<file path="src/hdl/ket_pkg.sv">
// ----------------------------------------------------------------------------
// ket_pkg
// Shared sizes, operation and status codes, and the command and status
// structs that join the controller and the datapath of the keyed entry table.
// ----------------------------------------------------------------------------
package ket_pkg;

    localparam int MAX_ENTRIES = 16;
    localparam int NAME_BYTES  = 8;

    localparam int ADDR_W    = $clog2(MAX_ENTRIES);
    localparam int CNT_W     = $clog2(MAX_ENTRIES + 1);
    localparam int CAP_W     = 5;
    localparam int CMP_W     = (CNT_W > CAP_W) ? CNT_W : CAP_W;
    localparam int KEY_W     = 32;
    localparam int PAYLOAD_W = 64;
    localparam int ENTRY_W   = PAYLOAD_W + KEY_W;
    localparam int ACTION_W  = 2;
    localparam int STATUS_W  = 2;
    localparam int COUNT_W   = 5;

    localparam int IN_TDATA_W  = 2 * KEY_W + PAYLOAD_W;
    localparam int IN_TUSER_W  = ACTION_W;
    localparam int OUT_TDATA_W = 72;

    localparam logic [CAP_W-1:0] CAP_RESET = CAP_W'(16);

    // Only the low NAME_BYTES bytes of a payload are kept.
    localparam logic [PAYLOAD_W-1:0] NAME_MASK =
        {PAYLOAD_W{1'b1}} >> (PAYLOAD_W - 8 * NAME_BYTES);

    localparam logic [ACTION_W-1:0] ACT_ADD    = 2'd0;
    localparam logic [ACTION_W-1:0] ACT_DELETE = 2'd1;
    localparam logic [ACTION_W-1:0] ACT_LOOKUP = 2'd2;
    localparam logic [ACTION_W-1:0] ACT_UPDATE = 2'd3;

    localparam logic [STATUS_W-1:0] ST_OK      = 2'd0;
    localparam logic [STATUS_W-1:0] ST_FULL    = 2'd1;
    localparam logic [STATUS_W-1:0] ST_DUP     = 2'd2;
    localparam logic [STATUS_W-1:0] ST_MISSING = 2'd3;

    typedef struct packed {
        logic load;
        logic scan;
        logic decide;
        logic shift;
        logic shrink;
        logic emit;
    } t_cmd;

    typedef struct packed {
        logic             scan_done;
        logic             need_shift;
        logic             shift_done;
        logic             out_free;
        logic [CNT_W-1:0] count;
    } t_stat;

endpackage

</file>
<file path="src/hdl/ket_ram.sv">
// ----------------------------------------------------------------------------
// ket_ram
// Generic single-write, single-read RAM with a registered read port.
// ----------------------------------------------------------------------------
module ket_ram #(
    parameter int WIDTH = 8,
    parameter int DEPTH = 16
) (
    input  logic                     i_clk,
    input  logic                     i_we,
    input  logic [$clog2(DEPTH)-1:0] i_waddr,
    input  logic [WIDTH-1:0]         i_wdata,
    input  logic [$clog2(DEPTH)-1:0] i_raddr,
    output logic [WIDTH-1:0]         o_rdata
);

    logic [WIDTH-1:0] r_mem [DEPTH];
    logic [WIDTH-1:0] r_rdata;

    always_ff @(posedge i_clk) begin
        if (i_we) begin
            r_mem[i_waddr] <= i_wdata;
        end
        r_rdata <= r_mem[i_raddr];
    end

    assign o_rdata = r_rdata;

endmodule

</file>
<file path="src/hdl/ket_datapath.sv">
// ----------------------------------------------------------------------------
// ket_datapath
// Entry memory, key scan, delete compaction, capacity register, entry count
// and the output register of the keyed entry table.
// ----------------------------------------------------------------------------
module ket_datapath (
    input  logic                            i_clk,
    input  logic                            i_rst_n,
    input  ket_pkg::t_cmd                   i_cmd,
    output ket_pkg::t_stat                  o_stat,
    input  logic                            i_cfg_we,
    input  logic [ket_pkg::CAP_W-1:0]       i_cfg_wdata,
    input  logic [ket_pkg::IN_TDATA_W-1:0]  i_s_tdata,
    input  logic [ket_pkg::IN_TUSER_W-1:0]  i_s_tuser,
    output logic                            o_m_tvalid,
    input  logic                            i_m_tready,
    output logic [ket_pkg::OUT_TDATA_W-1:0] o_m_tdata
);

    localparam int AW = ket_pkg::ADDR_W;
    localparam int CW = ket_pkg::CNT_W;
    localparam int KW = ket_pkg::KEY_W;
    localparam int PW = ket_pkg::PAYLOAD_W;
    localparam int EW = ket_pkg::ENTRY_W;

    logic [ket_pkg::CAP_W-1:0]    r_cap;
    logic [CW-1:0]                r_count;

    logic [ket_pkg::ACTION_W-1:0] r_action;
    logic signed [KW-1:0]         r_key;
    logic signed [KW-1:0]         r_new_key;
    logic [PW-1:0]                r_payload;

    logic [CW-1:0]                r_scan_idx;
    logic                         r_scan_pend;
    logic [AW-1:0]                r_pend_idx;
    logic                         r_key_hit;
    logic                         r_nkey_hit;
    logic [AW-1:0]                r_hit_idx;
    logic [PW-1:0]                r_hit_payload;

    logic [CW-1:0]                r_sh_rd;
    logic                         r_sh_pend;
    logic [AW-1:0]                r_wr_ptr;

    logic [ket_pkg::STATUS_W-1:0] r_status;
    logic [PW-1:0]                r_found;

    logic                         r_out_valid;
    logic [ket_pkg::STATUS_W-1:0] r_out_status;
    logic [PW-1:0]                r_out_found;
    logic [ket_pkg::COUNT_W-1:0]  r_out_count;

    logic                         w_we;
    logic [AW-1:0]                w_waddr;
    logic [EW-1:0]                w_wdata;
    logic [AW-1:0]                w_raddr;
    logic [EW-1:0]                w_rdata;
    logic signed [KW-1:0]         w_rd_key;
    logic [PW-1:0]                w_rd_payload;

    logic                         w_scan_more;
    logic                         w_sh_more;
    logic                         w_full;
    logic                         w_add_ok;
    logic                         w_upd_ok;
    logic [ket_pkg::STATUS_W-1:0] w_status;
    logic [PW-1:0]                w_found;

    assign w_rd_key     = w_rdata[KW-1:0];
    assign w_rd_payload = w_rdata[EW-1:KW];
    assign w_scan_more  = r_scan_idx < r_count;
    assign w_sh_more    = r_sh_rd < r_count;

    // The capacity in effect is the smaller of the register and the table depth.
    assign w_full = (CMP_W_EXT(r_count) >= CMP_W_EXT_CAP(r_cap))
                 || (r_count >= CW'(ket_pkg::MAX_ENTRIES));

    function automatic logic [ket_pkg::CMP_W-1:0] CMP_W_EXT(input logic [CW-1:0] v);
        return ket_pkg::CMP_W'(v);
    endfunction

    function automatic logic [ket_pkg::CMP_W-1:0] CMP_W_EXT_CAP(
        input logic [ket_pkg::CAP_W-1:0] v
    );
        return ket_pkg::CMP_W'(v);
    endfunction

    always_comb begin
        w_status = ket_pkg::ST_OK;
        w_found  = '0;
        w_add_ok = 1'b0;
        w_upd_ok = 1'b0;
        unique case (r_action)
            ket_pkg::ACT_ADD: begin
                if (w_full) begin
                    w_status = ket_pkg::ST_FULL;
                end else if (r_key_hit) begin
                    w_status = ket_pkg::ST_DUP;
                end else begin
                    w_add_ok = 1'b1;
                end
            end
            ket_pkg::ACT_DELETE: begin
                if (!r_key_hit) begin
                    w_status = ket_pkg::ST_MISSING;
                end
            end
            ket_pkg::ACT_LOOKUP: begin
                if (!r_key_hit) begin
                    w_status = ket_pkg::ST_MISSING;
                end else begin
                    w_found = r_hit_payload;
                end
            end
            ket_pkg::ACT_UPDATE: begin
                // A clash with another entry's key wins over a missing key.
                if ((r_new_key != r_key) && r_nkey_hit) begin
                    w_status = ket_pkg::ST_DUP;
                end else if (!r_key_hit) begin
                    w_status = ket_pkg::ST_MISSING;
                end else begin
                    w_upd_ok = 1'b1;
                end
            end
            default: begin
                w_status = ket_pkg::ST_OK;
            end
        endcase
    end

    always_comb begin
        w_we    = 1'b0;
        w_waddr = r_wr_ptr;
        w_wdata = w_rdata;
        if (i_cmd.decide && w_add_ok) begin
            w_we    = 1'b1;
            w_waddr = r_count[AW-1:0];
            w_wdata = {r_payload, r_key};
        end else if (i_cmd.decide && w_upd_ok) begin
            w_we    = 1'b1;
            w_waddr = r_hit_idx;
            w_wdata = {r_payload, r_new_key};
        end else if (i_cmd.shift && r_sh_pend) begin
            w_we    = 1'b1;
            w_waddr = r_wr_ptr;
            w_wdata = w_rdata;
        end
    end

    assign w_raddr = i_cmd.shift ? r_sh_rd[AW-1:0] : r_scan_idx[AW-1:0];

    ket_ram #(
        .WIDTH (EW),
        .DEPTH (ket_pkg::MAX_ENTRIES)
    ) u_entries (
        .i_clk   (i_clk),
        .i_we    (w_we),
        .i_waddr (w_waddr),
        .i_wdata (w_wdata),
        .i_raddr (w_raddr),
        .o_rdata (w_rdata)
    );

    always_ff @(posedge i_clk) begin
        if (!i_rst_n) begin
            r_cap       <= ket_pkg::CAP_RESET;
            r_count     <= '0;
            r_scan_pend <= 1'b0;
            r_sh_pend   <= 1'b0;
            r_out_valid <= 1'b0;
        end else begin
            if (i_cfg_we) begin
                r_cap <= i_cfg_wdata;
            end
            if (i_cmd.decide && w_add_ok) begin
                r_count <= r_count + CW'(1);
            end else if (i_cmd.shrink) begin
                r_count <= r_count - CW'(1);
            end
            if (i_cmd.load) begin
                r_scan_pend <= 1'b0;
            end else if (i_cmd.scan) begin
                r_scan_pend <= w_scan_more;
            end
            if (i_cmd.decide) begin
                r_sh_pend <= 1'b0;
            end else if (i_cmd.shift) begin
                r_sh_pend <= w_sh_more;
            end
            if (i_cmd.emit) begin
                r_out_valid <= 1'b1;
            end else if (i_m_tready) begin
                r_out_valid <= 1'b0;
            end
        end
    end

    always_ff @(posedge i_clk) begin
        if (i_cmd.load) begin
            r_action   <= i_s_tuser;
            r_key      <= i_s_tdata[KW-1:0];
            r_new_key  <= i_s_tdata[2*KW-1:KW];
            r_payload  <= i_s_tdata[2*KW+PW-1:2*KW] & ket_pkg::NAME_MASK;
            r_scan_idx <= '0;
            r_key_hit  <= 1'b0;
            r_nkey_hit <= 1'b0;
        end else if (i_cmd.scan) begin
            if (w_scan_more) begin
                r_scan_idx <= r_scan_idx + CW'(1);
            end
            r_pend_idx <= r_scan_idx[AW-1:0];
            // The read issued last cycle is compared now; the first match wins.
            if (r_scan_pend) begin
                if ((w_rd_key == r_key) && !r_key_hit) begin
                    r_key_hit     <= 1'b1;
                    r_hit_idx     <= r_pend_idx;
                    r_hit_payload <= w_rd_payload;
                end
                if (w_rd_key == r_new_key) begin
                    r_nkey_hit <= 1'b1;
                end
            end
        end

        if (i_cmd.decide) begin
            r_status <= w_status;
            r_found  <= w_found;
            r_sh_rd  <= CW'(r_hit_idx) + CW'(1);
            r_wr_ptr <= r_hit_idx;
        end else if (i_cmd.shift) begin
            // Each cycle reads the entry above and writes the one read before.
            if (w_sh_more) begin
                r_sh_rd <= r_sh_rd + CW'(1);
            end
            if (r_sh_pend) begin
                r_wr_ptr <= r_wr_ptr + AW'(1);
            end
        end

        if (i_cmd.emit) begin
            r_out_status <= r_status;
            r_out_found  <= r_found;
            r_out_count  <= ket_pkg::COUNT_W'(r_count);
        end
    end

    assign o_stat.scan_done  = !w_scan_more && !r_scan_pend;
    assign o_stat.need_shift = (r_action == ket_pkg::ACT_DELETE) && r_key_hit;
    assign o_stat.shift_done = !w_sh_more && !r_sh_pend;
    assign o_stat.out_free   = !r_out_valid || i_m_tready;
    assign o_stat.count      = r_count;

    assign o_m_tvalid = r_out_valid;
    assign o_m_tdata  = {1'b0, r_out_count, r_out_found, r_out_status};

endmodule

</file>
<file path="src/hdl/ket_ctrl.sv">
// ----------------------------------------------------------------------------
// ket_ctrl
// Sequencer of the keyed entry table: accept, scan, decide, compact, deliver.
// ----------------------------------------------------------------------------
module ket_ctrl (
    input  logic           i_clk,
    input  logic           i_rst_n,
    input  logic           i_s_tvalid,
    output logic           o_s_tready,
    input  ket_pkg::t_stat i_stat,
    output ket_pkg::t_cmd  o_cmd
);

    localparam logic [2:0] S_IDLE   = 3'd0;
    localparam logic [2:0] S_SCAN   = 3'd1;
    localparam logic [2:0] S_DECIDE = 3'd2;
    localparam logic [2:0] S_SHIFT  = 3'd3;
    localparam logic [2:0] S_DONE   = 3'd4;

    logic [2:0] r_state;
    logic [2:0] n_state;

    always_comb begin
        n_state    = r_state;
        o_cmd      = '0;
        o_s_tready = 1'b0;
        unique case (r_state)
            S_IDLE: begin
                o_s_tready = 1'b1;
                if (i_s_tvalid) begin
                    o_cmd.load = 1'b1;
                    n_state    = S_SCAN;
                end
            end
            S_SCAN: begin
                o_cmd.scan = 1'b1;
                if (i_stat.scan_done) begin
                    n_state = S_DECIDE;
                end
            end
            S_DECIDE: begin
                o_cmd.decide = 1'b1;
                n_state      = i_stat.need_shift ? S_SHIFT : S_DONE;
            end
            S_SHIFT: begin
                o_cmd.shift = 1'b1;
                if (i_stat.shift_done) begin
                    o_cmd.shrink = 1'b1;
                    n_state      = S_DONE;
                end
            end
            S_DONE: begin
                // Wait here only while the previous result is still unread.
                if (i_stat.out_free) begin
                    o_cmd.emit = 1'b1;
                    n_state    = S_IDLE;
                end
            end
            default: begin
                n_state = S_IDLE;
            end
        endcase
    end

    always_ff @(posedge i_clk) begin
        if (!i_rst_n) begin
            r_state <= S_IDLE;
        end else begin
            r_state <= n_state;
        end
    end

endmodule

</file>
<file path="src/hdl/keyed_entry_table.sv">
// ----------------------------------------------------------------------------
// keyed_entry_table
// Packed table of keyed entries with add, delete (with compaction), lookup
// and update, one result per operation.
// ----------------------------------------------------------------------------
//  channel   direction  handshake            contents
//  s         in         i_s_tvalid/o_s_tready tdata: key, new_key, payload
//                                            tuser: action
//  m         out        o_m_tvalid/i_m_tready tdata: status, found_payload,
//                                            entry_count
//  cfg       in         i_cfg_we             capacity_in_use
//
//  An operation scans the N entries of the table, N being the entry count:
//  the scan reads one entry a cycle and compares each key once its
//  registered read returns. A delete that finds its key then moves the M
//  entries above the deleted one down one place, one a cycle.
//  A new item is taken once the previous result sits in the output register.
//  Reset is synchronous and active low; it clears the count and the capacity
//  returns to 16. A stalled output holds the sequencer before its next result.
// ----------------------------------------------------------------------------
module keyed_entry_table (
    input  logic                            i_clk,
    input  logic                            i_rst_n,
    input  logic                            i_cfg_we,
    input  logic [ket_pkg::CAP_W-1:0]       i_cfg_wdata,
    input  logic                            i_s_tvalid,
    output logic                            o_s_tready,
    // key [31:0], new_key [63:32], payload [127:64]
    input  logic [ket_pkg::IN_TDATA_W-1:0]  i_s_tdata,
    // action [1:0]
    input  logic [ket_pkg::IN_TUSER_W-1:0]  i_s_tuser,
    output logic                            o_m_tvalid,
    input  logic                            i_m_tready,
    // status [1:0], found_payload [65:2], entry_count [70:66], zero [71]
    output logic [ket_pkg::OUT_TDATA_W-1:0] o_m_tdata
);

    ket_pkg::t_cmd  w_cmd;
    ket_pkg::t_stat w_stat;

    ket_ctrl u_ctrl (
        .i_clk      (i_clk),
        .i_rst_n    (i_rst_n),
        .i_s_tvalid (i_s_tvalid),
        .o_s_tready (o_s_tready),
        .i_stat     (w_stat),
        .o_cmd      (w_cmd)
    );

    ket_datapath u_datapath (
        .i_clk       (i_clk),
        .i_rst_n     (i_rst_n),
        .i_cmd       (w_cmd),
        .o_stat      (w_stat),
        .i_cfg_we    (i_cfg_we),
        .i_cfg_wdata (i_cfg_wdata),
        .i_s_tdata   (i_s_tdata),
        .i_s_tuser   (i_s_tuser),
        .o_m_tvalid  (o_m_tvalid),
        .i_m_tready  (i_m_tready),
        .o_m_tdata   (o_m_tdata)
    );

    // The table never holds more entries than its depth.
    a_count_bound: assert property (@(posedge i_clk) disable iff (!i_rst_n)
        w_stat.count <= ket_pkg::CNT_W'(ket_pkg::MAX_ENTRIES))
        else $error("entry count beyond table depth");

    // After a transfer the block is busy with that item.
    a_busy_after_accept: assert property (@(posedge i_clk) disable iff (!i_rst_n)
        (i_s_tvalid && o_s_tready) |=> !o_s_tready)
        else $error("input accepted again during an operation");

    // The count only moves while an operation is in progress.
    a_count_moves_busy: assert property (@(posedge i_clk) disable iff (!i_rst_n)
        !$stable(w_stat.count) |-> !$past(o_s_tready))
        else $error("entry count changed while idle");

    // A result is only loaded when the output register is free.
    a_emit_free: assert property (@(posedge i_clk) disable iff (!i_rst_n)
        w_cmd.emit |-> w_stat.out_free)
        else $error("result overwrote an unread result");

endmodule

</file>
<file path="config.mk">
export PLATFORM = sky130hd
export DESIGN_NAME = keyed_entry_table
export DESIGN_NICKNAME = d
export VERILOG_FILES = /design/src/hdl/ket_pkg.sv /design/src/hdl/ket_ram.sv /design/src/hdl/ket_datapath.sv /design/src/hdl/ket_ctrl.sv /design/src/hdl/keyed_entry_table.sv
export SDC_FILE = /design/constraint.sdc
export NUM_CORES = 2
export LEC_CHECK = 0
export BUFFER_PORTS_ARGS = -buffer_cell sky130_fd_sc_hd__buf_2
export CORE_AREA = 2 2 357 359
export DETAILED_ROUTE_END_ITERATION = 10
export DIE_AREA = 0 0 359 361
export PLACE_DENSITY = 0.74
export REMOVE_ABC_BUFFERS = 1
export SLEW_MARGIN = 20
export SYNTH_ARGS = -nofsm -noshare
export SYNTH_HDL_FRONTEND = slang
export SYNTH_HIERARCHICAL = 1
export SYNTH_SLANG_ARGS = --single-unit
</file>
<file path="constraint.sdc">
create_clock -name i_clk -period 16.9 [get_ports i_clk]
set_input_delay 2.535 -clock i_clk [delete_from_list [all_inputs] [get_ports i_clk]]
set_output_delay 2.535 -clock i_clk [all_outputs]
set_load 0.01 [all_outputs]
</file>
==> summary.md <==
| Metric | Value |
|---|---|
| CP cell instances | ha_1 > or2_2 > a2111oi_0 > nor2_4 > buf_4 > and2_4 > nand2_1 > nand3_1 > nor2_4 > buf_4 > buf_4 |
| Psw | between 3 and 4 mW |
| Main synth FF type | edfxtp_1 |
| CP startpoint kind | register |
| Core area | around 0.13 sq mm |
| CTS tree | built |
| Grt met2 use | 0.4088 |
| Fin. max-slew vios | 0 |
| Rows | 130 |
| Yosys reg bits | around 2000 |
| WHS Endpoint | u_datapath/r_out_found[41] |
| CP Data Required Time | about 17 ns |
| Flop pwr share | 0.497 |
| Clk pin slew, worst setup/hold paths | 0.06 ns |
| CP Class | register to register |
| Final #Nets | between 3000 and 4000 |
| Min-delay worst type | register to register |
| Top-Level Pins | around 210 |
| Synthesized area per cell | 21.79 sq um |
| Peak VDD IR | around 0.12 mV |
| Ys async rst share | 0 |
| Logic pwr share | 0.164 |
| Skew final | about 0.029 ns |
| Worst R2R Path Depth | 11 |
| Starting Density | 0.5978 |
| CP endpoint kind | register |
| Clock power share | 0.339 |
| Highest Clock Rate | about 0.17 GHz |
| Vias in the first global route | roughly 36000 |
| Mapped Cells | approximately 3400 |
| Detailed Routing Iterations Pass 1 | 7 |
| Sequential fraction of the synthesis area | 0.7865 |
| Internal power | roughly 9.5 mW |
| CTS H-tree depth | 4 |
| Clock Latency Late Sink | a little over 0.8 ns |
| Max cap viols | 0 |
| Max_slew headroom | 0.2387 |
| Period utilization | 0.3531 |
| DRT iter0 DRCs | ~4600 |
| Most frequent cells in the layout | edfxtp_1 (1884), mux4_2 (384), buf_2 (212) |
| Area Overhead vs Synth | 12.64% |
| Layout Cells excl Fill | ~5600 |
| Crit path largest cell delay | slightly below 0.9 ns |
| Slowest cell on the critical path | a2111oi_0 |
| Sw Ratio | 0.2535 |
| RSZ-0062 raised after global routing | no |
| Share of cells above drive strength 1 | 0.2780 |
| First-pass GRT wire length | 243900 microns |
| Synth cell types | 59 |
| Flop2flop setup slack | ~11 ns |
| Grt ovf | 0 |
| # resized after CTS | 0 |
| # port buffers | about 210 |
| Synthesized area | between 0.07 and 0.08 sq mm |
| Clock Tree Buf Depth | 3 |
| Status | completed |
| Min Tclk post-route | a little under 6 ns |
| Number of synthesized flops with an enable pin | between 1500 and 2000 |
| Post-CTS setup repair buffer count | 0 |
| Chip height | 361 microns |
| M1 GR Usage | 0.3692 |
| Num CTS Buffers | 191 |
| Final setup fails | 0 |
| Least-Margin Pin Slew | between 1 and 1.5 ns |
| Largest net degree at the start of global routing | between 100 and 150 |
| Reg2reg start | u_datapath/r_count[3] |
| Met3 Use GR | 0.05310 |
| Commonest non-fill, non-tap cell in the layout | edfxtp_1 |
| Setup TNS | 0 ns |
| Root Driver | clkbuf_16 |
| Die W | approximately 360 microns |
| Final wirelength | approximately 170000 microns |
| Cell mode on critical path | buf_4 |
| Hold Startpoint | u_datapath/r_found[41] |
| GRT busiest layer | met2 |
| Routed vias | 35851 |
| Leakage | ~28 nW |
| Wirelength per Cell | approximately 30 microns |
| Ys Warns | 6 |
| Via density | 6.436 |
| R2R Path End | u_datapath/u_entries/r_mem[13][51] |
| CTS Hold Bufs | 0 |
| Full die area | roughly 0.13 sq mm |
| Hold Vio Cnt, Final | 0 |
| CP arrival | roughly 6.4 ns |
| Final ANT Viol Nets | 0 |
| Pwr Density | 150.4 mW/mm^2 |
| Gpl congestion | 0.8443 |
| Placed Cells incl. Taps | 5205 |
| CTS sink cnt | roughly 2000 |
| Initial antenna violation count | 6 |
| Drc violations | 0 |
| Global-route usage over all layers | 0.2588 |
| Worst Path Max Fanout | 79 |
| WHS Path Cells | 0 |
| Hpwl dp | around 90000 microns |
==> per-stage QoR <==
stage                     utilization  power, mW  hold WS (ns)  worst slack [ns]  area [sq um]
after floorplan                     -      8.094        0.4003            0.7018         74010
after global placement         0.6213      8.422        0.4011             11.08         77920
after detailed placement       0.6215      8.475        0.4045             10.95         77940
after CTS                      0.6727      12.76        0.4177             10.89         84360
after global routing           0.6733      13.11        0.4195             10.56         84430
final                          0.6733      12.70        0.4128             10.93         84440
==> state kept, by name, indices dropped and copies added, names as in the netlist, 32 cells and up <==
| register | count |
|---|---|
| u_datapath/r_key | 32 |
| u_datapath/r_out_found | 64 |
| u_datapath/u_entries/o_rdata | 96 |
| u_datapath/r_found | 64 |
| u_datapath/u_entries/r_mem | 1536 |
| u_datapath/r_new_key | 32 |
| u_datapath/r_hit_payload | 64 |
| u_datapath/r_payload | 64 |
==> critical path, delay by kind of cell (launching register included) <==
kind,cells,cell delay (ns)
AND/OR/NAND/NOR,6,2.08
AO/OA/AOI/OAI,1,0.88
buffers and inverters,3,1.79
adder cells (fa/ha/maj),1,0.28
flip-flops,1,0.45
==> cell families after synthesis <==
group / share of synthesized area
flip-flops: 0.7865
multiplexers: 0.1345
AND/OR/NAND/NOR: 0.02207
AO/OA/AOI/OAI: 0.02625
buffers and inverters: 0.01390
XOR/XNOR: 0.01250
adder cells (fa/ha/maj): 0.004273
other: 0.00005002
==> power groups by stage <==
stage / sequential, mW / combinational [mW] / clock [mW]
6_report: 6.32 / 2.08 / 4.30
5_1_grt: 6.33 / 2.24 / 4.54
4_1_cts: 6.32 / 2.08 / 4.36
3_5_place_dp: 6.41 / 2.06 / 0
3_3_place_gp: 6.41 / 2.02 / 0
2_1_floorplan: 6.37 / 1.73 / 0
==> metal layers <==
layer  share of wire  wire length (microns)  vias to the layer above
li1                -                      -                    14828
met5         0.00030                     50                        -
met4           0.029                   4802                        6
met1            0.40                  66890                    18922
met2            0.48                  80740                     1812
met3           0.085                  14080                      283
==> cells in the mapped netlist (6+ instances only) <==
| cell | n | area, sq um |
|---|---|---|
| a21o_1 | 8 | 60.06 |
| a21oi_1 | 46 | 230.2 |
| a22oi_1 | 193 | 1449 |
| and2_1 | 6 | 37.54 |
| and3_1 | 66 | 412.9 |
| buf_1 | 30 | 112.6 |
| buf_2 | 17 | 85.08 |
| buf_4 | 22 | 165.2 |
| buf_6 | 28 | 315.3 |
| clkbuf_1 | 74 | 277.8 |
| dfxtp_1 | 119 | 2382 |
| edfxtp_1 | 1884 | 56570 |
| ha_1 | 24 | 300.3 |
| inv_1 | 23 | 86.33 |
| mux2_2 | 19 | 214.0 |
| mux2_4 | 49 | 735.7 |
| mux2i_1 | 47 | 470.5 |
| mux4_2 | 384 | 8648 |
| nand2_1 | 113 | 424.2 |
| nand2b_1 | 15 | 93.84 |
| nand4_1 | 7 | 43.79 |
| nor2_1 | 70 | 262.8 |
| nor2b_1 | 6 | 37.54 |
| nor3_1 | 10 | 50.05 |
| nor4_1 | 23 | 143.9 |
| o21ai_0 | 6 | 30.03 |
| xnor2_1 | 13 | 113.9 |
| xor2_1 | 94 | 823.3 |
==> worst max path at each step <==
stage | endpoint | depth (start not counted) | slack, ns | start
global route | u_datapath/u_entries/r_mem[13][51] | 11 | 10.56 | u_datapath/r_count[3]
global placement | u_datapath/u_entries/r_mem[15][40] | 12 | 11.08 | u_datapath/r_new_key[11]
floorplan | u_datapath/u_entries/r_mem[0][0] | 7 | 0.70 | u_ctrl/r_state[1]
CTS | u_datapath/u_entries/r_mem[15][84] | 12 | 10.89 | u_datapath/r_key[11]
detailed placement | u_datapath/u_entries/r_mem[13][40] | 11 | 10.95 | u_datapath/r_count[3]
finish | u_datapath/u_entries/r_mem[13][51] | 11 | 10.93 | u_datapath/r_count[3]
==> final cells by class <==
cell class	count	area [sq um]
Clock buffer	278	5564
Antenna cell	3	7.507
Timing Repair Buffer	286	1645
Inverter	23	86.33
Fill cell	7543	40970
Sequential cell	2003	58960
Clock inverter	83	862.1
Multi-Input combinational cell	1244	15250
Tap cell	1650	2064
(Power assumes the default switching activity.)
